### config.mk
export PLATFORM = sky130hd
export DESIGN_NAME = ordered_list_insert_erase_flat
export DESIGN_NICKNAME = d
export VERILOG_FILES = /design/src/rtl/core/olie_pkg.sv /design/src/rtl/core/olie_ifs.sv /design/src/rtl/core/ordered_list_insert_erase.sv /design/src/rtl/core/olie_ctrl.sv /design/src/rtl/core/olie_dp.sv /design/src/flat_wrapper.sv
export VERILOG_INCLUDE_DIRS = /design/src /design/src/rtl/core
export SDC_FILE = /design/constraint.sdc
export NUM_CORES = 1
export LEC_CHECK = 0
export ABC_AREA = 1
export CAP_MARGIN = 20
export CORE_MARGIN = 2
export CORE_UTILIZATION = 55
export CTS_CLUSTER_SIZE = 40
export DETAILED_ROUTE_END_ITERATION = 10
export DONT_BUFFER_PORTS = 1
export GPL_TIMING_DRIVEN = 0
export HOLD_SLACK_MARGIN = 0.1
export MAX_ROUTING_LAYER = met4
export PLACE_DENSITY = 0.74
export SLEW_MARGIN = 10
export SYNTH_ARGS = -nofsm -noshare
export SYNTH_HDL_FRONTEND = slang
export SYNTH_HIERARCHICAL = 1
export SYNTH_SLANG_ARGS = --single-unit
### constraint.sdc
create_clock -name clk -period 2.5 [get_ports clk]
set_input_delay 0 -clock clk [delete_from_list [all_inputs] [get_ports clk]]
set_output_delay 0 -clock clk [all_outputs]
set_load 0.005 [all_outputs]
### src/rtl/core/ordered_list_insert_erase_defines.svh
// Assertion macros for the ordered list insert/erase block.
// Used by the top level; no other dependencies.
`ifndef ORDERED_LIST_INSERT_ERASE_DEFINES_SVH
`define ORDERED_LIST_INSERT_ERASE_DEFINES_SVH

// same-cycle implication, disabled in reset
`define OLIE_ASSERT_IMP(lbl, clk, rst_n, ante, cons, msg) \
  lbl: assert property (@(posedge clk) disable iff (!rst_n) (ante) |-> (cons)) \
    else $error(msg);

// next-cycle implication, disabled in reset
`define OLIE_ASSERT_NEXT(lbl, clk, rst_n, ante, cons, msg) \
  lbl: assert property (@(posedge clk) disable iff (!rst_n) (ante) |=> (cons)) \
    else $error(msg);

`endif

### src/rtl/core/olie_pkg.sv
// Shared types and constants for the ordered list insert/erase block.
// No dependencies.
package olie_pkg;

  localparam int CAPACITY_DEF = 16;
  localparam int POS_W        = 5;
  localparam int VAL_W        = 32;
  localparam int CNT_W        = 5;

  localparam logic OP_INSERT = 1'b0;
  localparam logic OP_ERASE  = 1'b1;

  typedef struct packed {
    logic exec;
  } ctl_cmd_t;

  typedef struct packed {
    logic full;
    logic empty;
  } dp_status_t;

endpackage

### src/rtl/core/olie_ifs.sv
// Valid/ready channel interfaces for operation and result words.
// Depends on olie_pkg.
interface olie_in_if;
  logic                        valid;
  logic                        ready;
  logic                        opcode;
  logic [olie_pkg::POS_W-1:0]  position;
  logic signed [olie_pkg::VAL_W-1:0] item_value;

  modport source (output valid, opcode, position, item_value, input ready);
  modport sink   (input valid, opcode, position, item_value, output ready);
endinterface

interface olie_out_if;
  logic                       valid;
  logic                       ready;
  logic                       ok;
  logic [olie_pkg::CNT_W-1:0] entry_count;

  modport source (output valid, ok, entry_count, input ready);
  modport sink   (input valid, ok, entry_count, output ready);
endinterface

### src/rtl/core/ordered_list_insert_erase.sv
// Ordered list with insert/erase at a position: top level.
// The result word is valid in the cycle after the operation word is taken.
// Throughput: one word per cycle while out_ready is high; every cell shifts in parallel.
// Reset (rst_n low, synchronous) empties the list; entry contents are not cleared.
// Depends on olie_pkg, olie_ifs, olie_ctrl, olie_dp and the assertion macros.
`include "ordered_list_insert_erase_defines.svh"

module ordered_list_insert_erase #(
  parameter int CAPACITY = olie_pkg::CAPACITY_DEF
) (
  input  logic       clk,
  input  logic       rst_n,
  olie_in_if.sink    in_if,
  olie_out_if.source out_if
);

  olie_pkg::ctl_cmd_t   cmd;
  olie_pkg::dp_status_t status;

  olie_ctrl u_ctrl (
    .clk       (clk),
    .rst_n     (rst_n),
    .in_valid  (in_if.valid),
    .in_ready  (in_if.ready),
    .out_valid (out_if.valid),
    .out_ready (out_if.ready),
    .cmd       (cmd)
  );

  olie_dp #(
    .CAPACITY (CAPACITY)
  ) u_dp (
    .clk        (clk),
    .rst_n      (rst_n),
    .cmd        (cmd),
    .opcode     (in_if.opcode),
    .position   (in_if.position),
    .item_value (in_if.item_value),
    .res_ok     (out_if.ok),
    .res_count  (out_if.entry_count),
    .status     (status)
  );

  `OLIE_ASSERT_NEXT(a_exec_gives_result, clk, rst_n, cmd.exec, out_if.valid,
                    "accepted word produced no result")
  `OLIE_ASSERT_NEXT(a_erase_empty_rejected, clk, rst_n,
                    cmd.exec && status.empty && (in_if.opcode == olie_pkg::OP_ERASE),
                    !out_if.ok, "erase on empty list accepted")
  `OLIE_ASSERT_NEXT(a_insert_full_rejected, clk, rst_n,
                    cmd.exec && status.full && (in_if.opcode == olie_pkg::OP_INSERT),
                    !out_if.ok, "insert into full list accepted")
  `OLIE_ASSERT_NEXT(a_insert_head_done, clk, rst_n,
                    cmd.exec && !status.full && (in_if.opcode == olie_pkg::OP_INSERT)
                    && (in_if.position == '0),
                    out_if.ok, "insert at head of non-full list rejected")
  `OLIE_ASSERT_IMP(a_not_full_and_empty, clk, rst_n, status.full, !status.empty,
                   "list both full and empty")

endmodule

### src/rtl/core/olie_ctrl.sv
// Handshake controller: accepts operation words, holds the result word valid.
// Depends on olie_pkg.
module olie_ctrl (
  input  logic               clk,
  input  logic               rst_n,
  input  logic               in_valid,
  output logic               in_ready,
  output logic               out_valid,
  input  logic               out_ready,
  output olie_pkg::ctl_cmd_t cmd
);

  typedef enum logic {
    ST_IDLE,
    ST_HOLD
  } state_t;

  state_t state_r;
  state_t state_nxt;

  assign in_ready  = (state_r == ST_IDLE) || out_ready;
  assign out_valid = (state_r == ST_HOLD);
  assign cmd.exec  = in_valid && in_ready;

  always_comb begin
    case (state_r)
      ST_IDLE: state_nxt = cmd.exec ? ST_HOLD : ST_IDLE;
      ST_HOLD: state_nxt = (cmd.exec || !out_ready) ? ST_HOLD : ST_IDLE;
      default: state_nxt = ST_IDLE;
    endcase
  end

  always_ff @(posedge clk) begin
    if (!rst_n) begin
      state_r <= ST_IDLE;
    end else begin
      state_r <= state_nxt;
    end
  end

endmodule

### src/rtl/core/olie_dp.sv
// Datapath: row of entry cells with parallel shift, fill count, result word.
// Depends on olie_pkg.
module olie_dp #(
  parameter int CAPACITY = olie_pkg::CAPACITY_DEF
) (
  input  logic                              clk,
  input  logic                              rst_n,
  input  olie_pkg::ctl_cmd_t                cmd,
  input  logic                              opcode,
  input  logic [olie_pkg::POS_W-1:0]        position,
  input  logic signed [olie_pkg::VAL_W-1:0] item_value,
  output logic                              res_ok,
  output logic [olie_pkg::CNT_W-1:0]        res_count,
  output olie_pkg::dp_status_t              status
);

  localparam int CW   = $clog2(CAPACITY + 1);
  localparam int CMPW = (CW > olie_pkg::POS_W) ? CW : olie_pkg::POS_W;

  logic signed [olie_pkg::VAL_W-1:0] entries_r [CAPACITY];
  logic [CW-1:0]   count_r;
  logic [CW-1:0]   count_nxt;
  logic [CMPW-1:0] pos_x;
  logic [CMPW-1:0] cnt_x;
  logic [CMPW-1:0] cnt_nxt_x;
  logic            is_ins;
  logic            op_ok;
  logic            do_op;

  assign pos_x  = CMPW'(position);
  assign cnt_x  = CMPW'(count_r);
  assign is_ins = (opcode == olie_pkg::OP_INSERT);

  assign status.full  = (count_r == CW'(CAPACITY));
  assign status.empty = (count_r == '0);

  assign op_ok = is_ins ? (!status.full && (pos_x <= cnt_x)) : (pos_x < cnt_x);
  assign do_op = cmd.exec && op_ok;

  always_comb begin
    count_nxt = count_r;
    if (do_op) begin
      count_nxt = is_ins ? count_r + CW'(1) : count_r - CW'(1);
    end
  end

  assign cnt_nxt_x = CMPW'(count_nxt);

  for (genvar i = 0; i < CAPACITY; i++) begin : g_cell
    always_ff @(posedge clk) begin
      if (do_op) begin
        if (is_ins) begin
          if (CMPW'(i) == pos_x) begin
            entries_r[i] <= item_value;
          end else if (CMPW'(i) > pos_x) begin
            entries_r[i] <= entries_r[(i > 0) ? i - 1 : 0];
          end
        end else if (CMPW'(i) >= pos_x) begin
          entries_r[i] <= entries_r[(i < CAPACITY - 1) ? i + 1 : i];
        end
      end
    end
  end

  always_ff @(posedge clk) begin
    if (!rst_n) begin
      count_r <= '0;
    end else begin
      count_r <= count_nxt;
    end
  end

  always_ff @(posedge clk) begin
    if (cmd.exec) begin
      res_ok    <= op_ok;
      res_count <= cnt_nxt_x[olie_pkg::CNT_W-1:0];
    end
  end

endmodule

### src/flat_wrapper.sv
// flat-port wrapper written by rule: the top's interface ports become plain ports
module ordered_list_insert_erase_flat 
#(
  parameter int CAPACITY = olie_pkg::CAPACITY_DEF
)
  (clk, rst_n, in_if_valid, in_if_opcode, in_if_position, in_if_item_value, in_if_ready, out_if_valid, out_if_ok, out_if_entry_count, out_if_ready);
  olie_in_if in_if_i ();
  olie_out_if out_if_i ();
  input  logic clk;
  input  logic rst_n;
  input wire logic [$bits(in_if_i.valid)-1:0] in_if_valid;
  input wire logic [$bits(in_if_i.opcode)-1:0] in_if_opcode;
  input wire logic [$bits(in_if_i.position)-1:0] in_if_position;
  input wire logic [$bits(in_if_i.item_value)-1:0] in_if_item_value;
  output wire logic [$bits(in_if_i.ready)-1:0] in_if_ready;
  output wire logic [$bits(out_if_i.valid)-1:0] out_if_valid;
  output wire logic [$bits(out_if_i.ok)-1:0] out_if_ok;
  output wire logic [$bits(out_if_i.entry_count)-1:0] out_if_entry_count;
  input wire logic [$bits(out_if_i.ready)-1:0] out_if_ready;
  assign in_if_i.valid = in_if_valid;
  assign in_if_i.opcode = in_if_opcode;
  assign in_if_i.position = in_if_position;
  assign in_if_i.item_value = in_if_item_value;
  assign in_if_ready = in_if_i.ready;
  assign out_if_valid = out_if_i.valid;
  assign out_if_ok = out_if_i.ok;
  assign out_if_entry_count = out_if_i.entry_count;
  assign out_if_i.ready = out_if_ready;
  ordered_list_insert_erase #(.CAPACITY(CAPACITY)) u_core (.clk(clk), .rst_n(rst_n), .in_if(in_if_i), .out_if(out_if_i));
endmodule
Word level (Yosys, flattened, before mapping)

Index checks and enable logic that the tools add are counted.

$add $sub $neg: 2
Order comparisons: 2
Eq/ne operators: 1
Mux-type cells: 6
Bitwise operators: 1
Reduce and logical (&&, ||, !) cells: 7

Operators with widths:

| operator              | count |
|---|---|
| $mux W5               | 2 |
| $add A5 B1 Y5 const B | 1 |
| $eq A5 B5 Y1 const B  | 1 |
| $le A5 B5 Y1          | 1 |
| $lt A5 B5 Y1          | 1 |
| $sub A5 B1 Y5 const B | 1 |
| $logic_and A1 B1 Y1   | 3 |
| $mux W1               | 3 |
| $logic_not A1 Y1      | 2 |
| $logic_or A1 B1 Y1    | 2 |
| $pmux W1 S2           | 1 |
| $not A1 Y1            | 1 |

Bits in registers: 12
Bits of input ports: 42
Output and inout port bits: 8
Word-level logic and storage cells: 23

Longest topological paths before layout

Gate-level depths: netlist (run 1).

Depth in word-level cells: 6
Depth in mapped cells: 11
Gate-level depth less buffers: 11

By module

The synthesis (run 1) kept the hierarchy.

By module, submodules not included:

| module    | times used | cells each | area an instance (sq um) | sequential area each (sq um) |
|---|---|---|---|---|
| olie_dp   | 1          | 95         | 759.5                    | 280.3 |
| olie_ctrl | 1          | 7          | 51.3                     | 20.0 |

Worst setup path after synthesis (run 1)

OpenSTA, ideal clock, no wires.

Kind: reg2reg
Start: reg u_core.u_dp.count_r[4] (netlist: u_core/u_dp/cnt_x[4])
End: reg u_core/u_dp/res_count[3] (netlist bit), data pin
Setup time: 0.256 ns
Arrival time: 1.411 ns
Data required time: 2.244 ns
Setup slack: 0.833 ns
Cell stages (with the launch flop): 10
Path buffers: 0
Period minus slack after synthesis: 1.667 ns
Cell sequence: dfxtp_1 -> inv_2 -> ha_1 -> nand2_1 -> nor2_2 -> nand3_1 -> nand2_2 -> nand3_2 -> nand2_1 -> nand2_1

Word-level cells in the longest chain between the ends: 6
Elaborated cells on any way between the ends: 8
Those cells by class: order compare: 2; eq/ne: 1; mux: 2; reduce/logical: 3

RTL lines:

| item                                                 | line          | text |
|---|---|---|
| start: declaration                                   | olie_dp.sv:21 | `logic [CW-1:0] count_r;` |
| start signal: assignment                             | olie_dp.sv:69 | `count_r <= count_nxt;` |
| branches (longest 3 deep; another with $le A5 B5 Y1) | --            |  |
| $mux W1 (*)                                          | olie_dp.sv:37 | `assign op_ok = is_ins ? (!status.full && (pos_x <= cnt_x)) : (pos_x < cnt_x);` |
| $logic_and A1 B1 Y1 (*)                              | olie_dp.sv:38 | `assign do_op = cmd.exec && op_ok;` |
| $mux W5 (*)                                          | olie_dp.sv:42 | `if (do_op) begin` |
| net u_core.u_dp.cnt_nxt_x[3]                         | olie_dp.sv:25 | `logic [CMPW-1:0] cnt_nxt_x;` |
| end signal: assignment                               | olie_dp.sv:76 | `res_count <= cnt_nxt_x[olie_pkg::CNT_W-1:0];` |
| end: declaration                                     | olie_dp.sv:13 | `output logic [olie_pkg::CNT_W-1:0] res_count,` |

Mark *: on every way through the listed nets, which the timed path passes.
A chain may end at the register's enable or synchronous reset.

Worst setup path after layout (run 1)

Start: reg u_core.u_ctrl.state_r (netlist: u_core/u_ctrl/out_valid)
End: reg u_core/u_dp/res_count[3] (netlist bit), data pin

Word-level cells in the longest chain between the ends: 5

RTL lines:

| item                         | line                            | text |
|---|---|---|
| start: declaration           | olie_ctrl.sv:18                 | `state_t state_r;` |
| start signal: assignment     | olie_ctrl.sv:37                 | `state_r <= state_nxt;` |
| $not A1 Y1                   | olie_ctrl.sv:21                 | `assign in_ready = (state_r == ST_IDLE) \|\| out_ready;` |
| $logic_or A1 B1 Y1           | olie_ctrl.sv:21                 |  |
| $logic_and A1 B1 Y1          | olie_ctrl.sv:23                 | `assign cmd.exec = in_valid && in_ready;` |
| net u_core.cmd               | ordered_list_insert_erase.sv:17 | `olie_pkg::ctl_cmd_t cmd;` |
| $logic_and A1 B1 Y1          | olie_dp.sv:38                   |  |
| $mux W5                      | olie_dp.sv:42                   |  |
| net u_core.u_dp.cnt_nxt_x[3] | olie_dp.sv:25                   |  |

The timed path passes the listed nets, and every way through them passes these cells.

==> metrics list, run 1 <==
- The flow ran to the end, and the final reports show no timing, DRC or antenna violations.
* Overall routing resource usage: 0.2059
* Proportion of power drawn by combinational gates: 0.265
- Largest net degree at the start of global routing: 13
- Root Buffer Master: sky130_fd_sc_hd__clkbuf_4
* X dimension of the die: 42.31 um
- The congestion estimate from routability-driven global placement came to 0.8193.
- The clock passes through at most 2 buffers.
- Average size of a mapped cell: 7.990 sq um
- Number of nets in the finished design: 161
- The floorplan step defined a die boundary enclosing 1790 sq um.
- Element type at the critical path start: flop
* Number of instances in the synthesized netlist: 101
- The path with the worst hold slack has its endpoint at u_core/u_dp/res_ok.
- Using the TritonRoute via totals, the vias-per-cell ratio works out to 5.274.
- First-pass GRT wire length: 2760 um
- The path class of the tightest hold or removal check is in -> reg.
* Crit path kind: reg -> reg
* R2R Path End: u_core/u_dp/res_count[3]
- For the finished layout, the period the worst path requires is 1927 ps.
- Slew of the pin with the lowest slew margin: 1010 ps
* Power density of the placed cells: 562.5 nW/um^2
- The placed instances occupy a cell area of 825.8 sq um.
- In this run the worst path has a maximum fanout of 12.
- Row count: 13
- WL per Instance: 11.51 um
* Data required time at the worst endpoint: 2520 ps
- Measured against its own limit, the worst slew margin works out to 0.3268.
- Setup repair after global routing left no endpoint under its margin.
- After the first detailed-routing iteration, the DRC count stood at 17.
- Placement-stage worst setup slack: 646.1 ps
- Sum Neg Setup Slack: 0 ps
* Starting density of the core: 0.6051
* Crit share post-route: 0.7707
- With fillers left out, the area of the finished cells amounts to 892.1 sq um.
* Cell leakage power: 0.4556 nW
- Measured in cells, the most critical reg-to-reg path has a length of 4.
- Setup violations remaining at the end of the flow were counted as 0.
- For this run, the top clock speed supported by timing is 0.5190 GHz.
- Post-CTS clock slew at the launch and capture registers of the worst setup and hold paths: 70 ps
- Setup slack on the worst reg-to-reg path comes out at 570 ps.
* Leading cell type in the layout, fill and taps excluded: sky130_fd_sc_hd__nand2_1
* Clock latency at the later pin of the worst-skew pair: 270 ps
- CTS built an H-tree with a depth of 1.
* Number of top-level pins: 50
- Drt total wl: 1427 um
- TritonCTS created 3 clock buffers.
- Detailed placer's ending HPWL: 1091 um
* Pint: 342.1 uW
* Share of layout cells above drive strength 1: 0.1284
* Top library cells by usage in the layout, fill and taps aside: 25 x sky130_fd_sc_hd__nand2_1, 19 x sky130_fd_sc_hd__inv_1, 8 x sky130_fd_sc_hd__ha_1
- Max-cap violations in this run came to 0.
- Of the total power, registers draw 0.495.
- Pre-antenna DRT Iters: 4
* TritonCTS clock tree: yes
* Aggregate global routing overflow: 0
* Max IR drop VDD: 0.3949 mV
* DRT antenna net count: 0
* Height of the die: 42.31 um
* Worst hold margin: 123.4 ps
- Buffers inserted by post-CTS timing repair: 0
* Number of antenna violations at the first check in global routing: 0
- Startpoint of the worst-slack reg-to-reg timing path: u_core/u_ctrl/out_valid
* YS warnings: 6
- Worst hold path depth: 3
- The hold violation total from the final report was 0.
* Worst path setup slack after routing: 573.2 ps
- STA puts the critical path data arrival time at 1950 ps.
- Of the total power, the share spent switching nets is 0.3183.
* Via total after detailed routing: 654
- The worst setup path is captured at a flop.
- After synthesis the cells add up to 807.0 sq um.
- 0 antenna diodes ended up in the layout.
- Nets in the synthesized netlist: 152
* Core box area: 1334 sq um
* P_sw: 159.7 uW
- Worst clock skew: 3.694 ps
* Pins Over Slew Limit: 0
- Number of sinks driven by the clock tree: 12
- The startpoint identified for the worst hold timing path is in_if_opcode.
- In the routed design, unresolved DRC markers number 0.
- Proportion of power drawn by the clock network: 0.241
- Count of buffers from port buffering: 0
* Post-synthesis to final-layout area growth: 10.54%
* Via count of the first global-routing pass: 679
## power by group through the flow
stage / Clock, mW / Sequential, mW / Combinational (mW)
after floorplan: 0 / 0.248 / 0.107
after global placement: 0 / 0.253 / 0.121
after detailed placement: 0 / 0.253 / 0.127
after CTS: 0.125 / 0.249 / 0.133
after global routing: 0.138 / 0.251 / 0.158
final: 0.121 / 0.248 / 0.133
## worst max-delay path by stage
stage | cells after the start | startpoint | slack, ps | to
finish | 4 | u_core/u_ctrl/out_valid | 570 | u_core/u_dp/res_count[3]
global route | 4 | u_core/u_ctrl/out_valid | 390 | u_core/u_dp/res_count[4]
CTS | 4 | u_core/u_ctrl/out_valid | 620 | u_core/u_dp/res_count[3]
detailed placement | 4 | u_core/u_ctrl/out_valid | 650 | u_core/u_dp/res_count[3]
global placement | 4 | u_core/u_ctrl/out_valid | 640 | u_core/u_dp/res_count[3]
floorplan | 9 | u_core/u_dp/cnt_x[4] | 850 | u_core/u_dp/res_count[3]
## critical path, stage by stage, from the launching register on
cell and delay [ps]:
sky130_fd_sc_hd__dfxtp_1 350, sky130_fd_sc_hd__a21oi_1 810, sky130_fd_sc_hd__nand3_2 270, sky130_fd_sc_hd__nand2_1 170, sky130_fd_sc_hd__nand2_1 70
## state kept, by name, indices dropped and copies added, names as in the netlist
register,count
u_core/u_dp/res_ok,1
u_core/u_dp/res_count,5
u_core/u_ctrl/out_valid,1
u_core/u_dp/cnt_x,5
## layout make-up
class                   count  area [sq um]
multi-input cells          68         427.9
inverters                  21         78.83
repair buffers              4         40.04
flip-flops and latches     12         300.3
well taps                  15         18.77
clock buffers               3         22.52
clock inverters             1         3.754
fillers                   124         441.7
## metal layers
metal	vias up	GRT usage	share of wire
met5	-	-	0
met4	0	0.01875	0
met3	0	0.07759	0.049
met2	12	0.3754	0.52
met1	302	0.2183	0.44
li1	340	-	-
## stage by stage
stage | cells | power, mW | util
3_5_place_dp | 116 | 0.3797 | 0.6191
5_1_grt | 124 | 0.5466 | 0.6689
6_report | 124 | 0.5018 | 0.6689
3_3_place_gp | 116 | 0.3739 | 0.6191
2_1_floorplan | 101 | 0.3551 | -
4_1_cts | 124 | 0.5065 | 0.6689
## repair_timing
action	4_1_cts	5_1_grt
resized for setup	0	0
hold buffers	4	0
endpoints found under the hold margin	7	0
No activity file was read; power rests on OpenSTA's default activity.
==> run 2: changes to the inputs <==
--- a/config.mk
+++ b/config.mk
@@ -6,17 +6,17 @@
 export SDC_FILE = /design/constraint.sdc
 export NUM_CORES = 1
 export LEC_CHECK = 0
-export ABC_AREA = 1
+export ABC_AREA = 0
 export CAP_MARGIN = 20
 export CORE_MARGIN = 2
-export CORE_UTILIZATION = 55
+export CORE_UTILIZATION = 53
 export CTS_CLUSTER_SIZE = 40
 export DETAILED_ROUTE_END_ITERATION = 10
 export DONT_BUFFER_PORTS = 1
 export GPL_TIMING_DRIVEN = 0
 export HOLD_SLACK_MARGIN = 0.1
 export MAX_ROUTING_LAYER = met4
-export PLACE_DENSITY = 0.74
+export PLACE_DENSITY = 0.75
 export SLEW_MARGIN = 10
 export SYNTH_ARGS = -nofsm -noshare
 export SYNTH_HDL_FRONTEND = slang
==> constraint.sdc (replaced) <==
create_clock -name clk -period 1.75 [get_ports clk]
set_input_delay 0 -clock clk [delete_from_list [all_inputs] [get_ports clk]]
set_output_delay 0 -clock clk [all_outputs]
set_load 0.005 [all_outputs]
==> run 2 against run 1 <==
  * The run now ends with negative setup slack left
  * Worst hold slack worse by 6.9 ps
  * Via count down 13%
  * Sequential power up 53%
  * Combinational power up 120%
  * Highest routed layer is now met4
==> metrics list, run 2 <==
- Run status: complete, but fails checks
- The checks that failed: negative setup slack.
- The slew at the pin closest to its max-slew limit came to 382.9 ps (-626.9 ps).
- First-pass GRT wire length: 2394 um (-13%)
* Global routing met3 resource utilization: 0.05652 (-0.02106)
* Average size of a mapped cell: 10.21 sq um (+28%)
- The global routing usage on met1 is 0.2295 (+0.01118).
* Average via count per standard cell: 5.624 (+6.6%)
- The leakage dissipation is 0.4028 nW (-12%).
- Worst hold path depth: 1 (-2)
- The number of cells after detailed placement came to 89 (-23%).
- H-tree levels: 1 (unchanged)
* Power density of the placed cells: 893.1 nW/um^2 (+59%)
- The number of setup violations in the final report was 4 (+4).
* GPL Wtd Cong: 0.8897 (+8.6%)
- The tightest hold margin is 116.6 ps (-6.872 ps).
- Leading cell type in the layout, fill and taps excluded: sky130_fd_sc_hd__nand2_1
- Sum Neg Setup Slack: -57.88 ps (-57.88 ps)
- Period minus WS final: 1771 ps (-155.9 ps)
- Worst path setup slack after routing: -20.91 ps (-594.1 ps)
- The clock transition at the registers of the reported paths came to 70 ps (about the same).
- Setup repair after global routing could not meet its margin everywhere.
- Core box area: 1318 sq um (-1.2%)
- The internal power of the cells was 575.5 uW (+68%).
- The post-DP HPWL came to 984.6 um (-9.8%).
* Post-synthesis to final-layout area growth: 26.16%
- The net count after synthesis is 125 (-18%).
- Number of diodes added for antenna fixing: 0 (unchanged)
* Clock latency at the later pin of the worst-skew pair: 270 ps (about the same)
* Via count of the first global-routing pass: 582 (-14%)
- Global-route layer with the greatest usage: met2
* Post-synthesis cell area: 755.7 sq um (-6.4%)
* Largest driver fanout on the critical path: 3 (-9)
- The total number of nets in the final design is 138 (-14%).
- The worst hold path belongs to the class in -> out.
* Sequential group share of total power: 0.446 (-0.049)
- The worst reg2reg path depth was 7 (+3).
* Data required time at the worst endpoint: 1770 ps (-750 ps)
- The maximum number of pins on one net before global-route repair is 10 (-3).
* Placement-stage worst setup slack: -135.4 ps (-781.5 ps)
* WL per Instance: 14.38 um (+25%)
* Proportion of power drawn by combinational gates: 0.350 (+0.085)
* Crit. End Element: flop
- Top library cells by usage in the layout, fill and taps aside: 7 x sky130_fd_sc_hd__nand2_1, 6 x sky130_fd_sc_hd__ha_1, 6 x sky130_fd_sc_hd__edfxtp_1
- The clock tree buffer depth is 2 (unchanged).
- TritonCTS buffer count: 3 (unchanged)
- YS warnings: 6 (unchanged)
- The cell area after placement was 782.0 sq um (-5.3%).
- P_sw: 276.0 uW (+73%)
- The fraction of final layout cells with drive strength greater than 1 came to 0.3605 (+0.2320).
* Die Outline Area: 1744 sq um (-2.6%)
* Post-Route Utilization: 0.7236 (+0.05479)
- The part of the power in the clock network was 0.204 (-0.037).
* Finished Layout Cells: 101 (-19%)
- The number of input and output port buffers inserted was 0 (unchanged).
- The synthesized instance count was 74 (-27%).
- Final cell area excluding filler cells: 953.4 sq um (+6.9%)
- The die outline height was 41.76 um (-1.3%).
- The total I/O pin count is 50 (unchanged).
- The number of DRC markers after the initial detailed-route iteration is 11 (-6).
- X dimension of the die: 41.76 um (-1.3%)
- Element type at the critical path start: flop
- Drt total wl: 1452 um (+1.8%)
- The number of pins exceeding their max-slew limit in the final report came to 0 (unchanged).
- Met2 Usage GRT: 0.2938 (-0.08163)
- The DRC violation count after routing was 0 (unchanged).
* Overall routing resource usage: 0.1914 (-0.01447)
- The leftover overflow at the end of global routing is 0 (unchanged).
* Worst clock skew: 3.636 ps (-0.05823 ps)
- Number of antenna violations at the first check in global routing: 0 (unchanged)
* Achievable clock frequency: 0.5647 GHz (+8.8%)
* Fraction of power spent switching nets: 0.3241 (+0.005829)
- Via total after detailed routing: 568 (-13%)
- The arrival time of the worst setup path is 1790 ps (-160 ps).
- TritonCTS built the clock tree.
* Root Buffer Master: sky130_fd_sc_hd__clkbuf_4
* Final hold violations: 0 (unchanged)
* Worst relative slew slack: 0.7447 (+0.4179)
- Row count: 13 (unchanged)
- Number of max-capacitance violations reported: 0 (unchanged)
* Crit share post-route: 1.012 (+0.2412)
- DRT antenna net count: 0 (unchanged)
- Sum of internal, switching and leakage power: 851.5 uW (+70%)
- Fill cell count: 92 (-26%)
- The worst setup path is of the reg -> reg kind.
- The maximum VDD drop was 0.4541 mV (+15%).
* Pre-antenna DRT Iters: 4 (unchanged)
- Number of sinks driven by the clock tree: 12 (unchanged)
- Starting density of the core: 0.5736 (-0.03147)
[run 2: what timing repair did]
action,in CTS,in global routing
hold buffers,4,1
gates resized for setup,13,9
pin swaps,11,7
setup buffers,2,1
hold endpoints to repair,13,1
endpoints found under the setup margin,8,10
[run 2: worst paths after layout]
kind                                      startpoint                       end  slack, ps
worst max register to register  u_core/u_dp/cnt_x[2]  u_core/u_dp/res_count[2]        -20
worst min-delay path                    out_if_ready               in_if_ready        120
worst min register to register  u_core/u_dp/cnt_x[4]      u_core/u_dp/cnt_x[4]        490
worst max-delay path            u_core/u_dp/cnt_x[2]  u_core/u_dp/res_count[2]        -20
[run 2: area by class of cell]
cell class,instances,area [sq um],area share
Inverter,7,28.78,0.03018
Clock buffer,3,22.52,0.02362
Sequential cell,12,309.0,0.3241
Timing Repair Buffer,8,72.57,0.07612
Clock inverter,1,3.754,0.003937
Tap cell,15,18.77,0.01969
Multi-Input combinational cell,55,498.0,0.5223
[run 2: worst max-delay path, cell delays in order, from the launching register on]
cell and delay [ps]:
sky130_fd_sc_hd__dfxtp_2 360, sky130_fd_sc_hd__inv_1 50, sky130_fd_sc_hd__ha_1 290, sky130_fd_sc_hd__and4b_1 200, sky130_fd_sc_hd__mux2i_2 190, sky130_fd_sc_hd__o21ai_1 180
sky130_fd_sc_hd__a21oi_2 190, sky130_fd_sc_hd__nor2_1 60
[run 2: power groups by stage]
| stage | combinational, mW | clock, mW | sequential (mW) |
|---|---|---|---|
| global route | 0.332 | 0.196 | 0.383 |
| floorplan | 0.191 | 0 | 0.372 |
| CTS | 0.267 | 0.178 | 0.378 |
| detailed placement | 0.225 | 0 | 0.382 |
| global placement | 0.218 | 0 | 0.379 |
| finish | 0.298 | 0.173 | 0.380 |
[run 2: per-layer routing]
| metal | share of wire | wire, um |
|---|---|---|
| met5 | 0 | 0 |
| met4 | 0.012 | 17 |
| met3 | 0.042 | 61 |
| met2 | 0.50 | 723 |
| met1 | 0.45 | 650 |
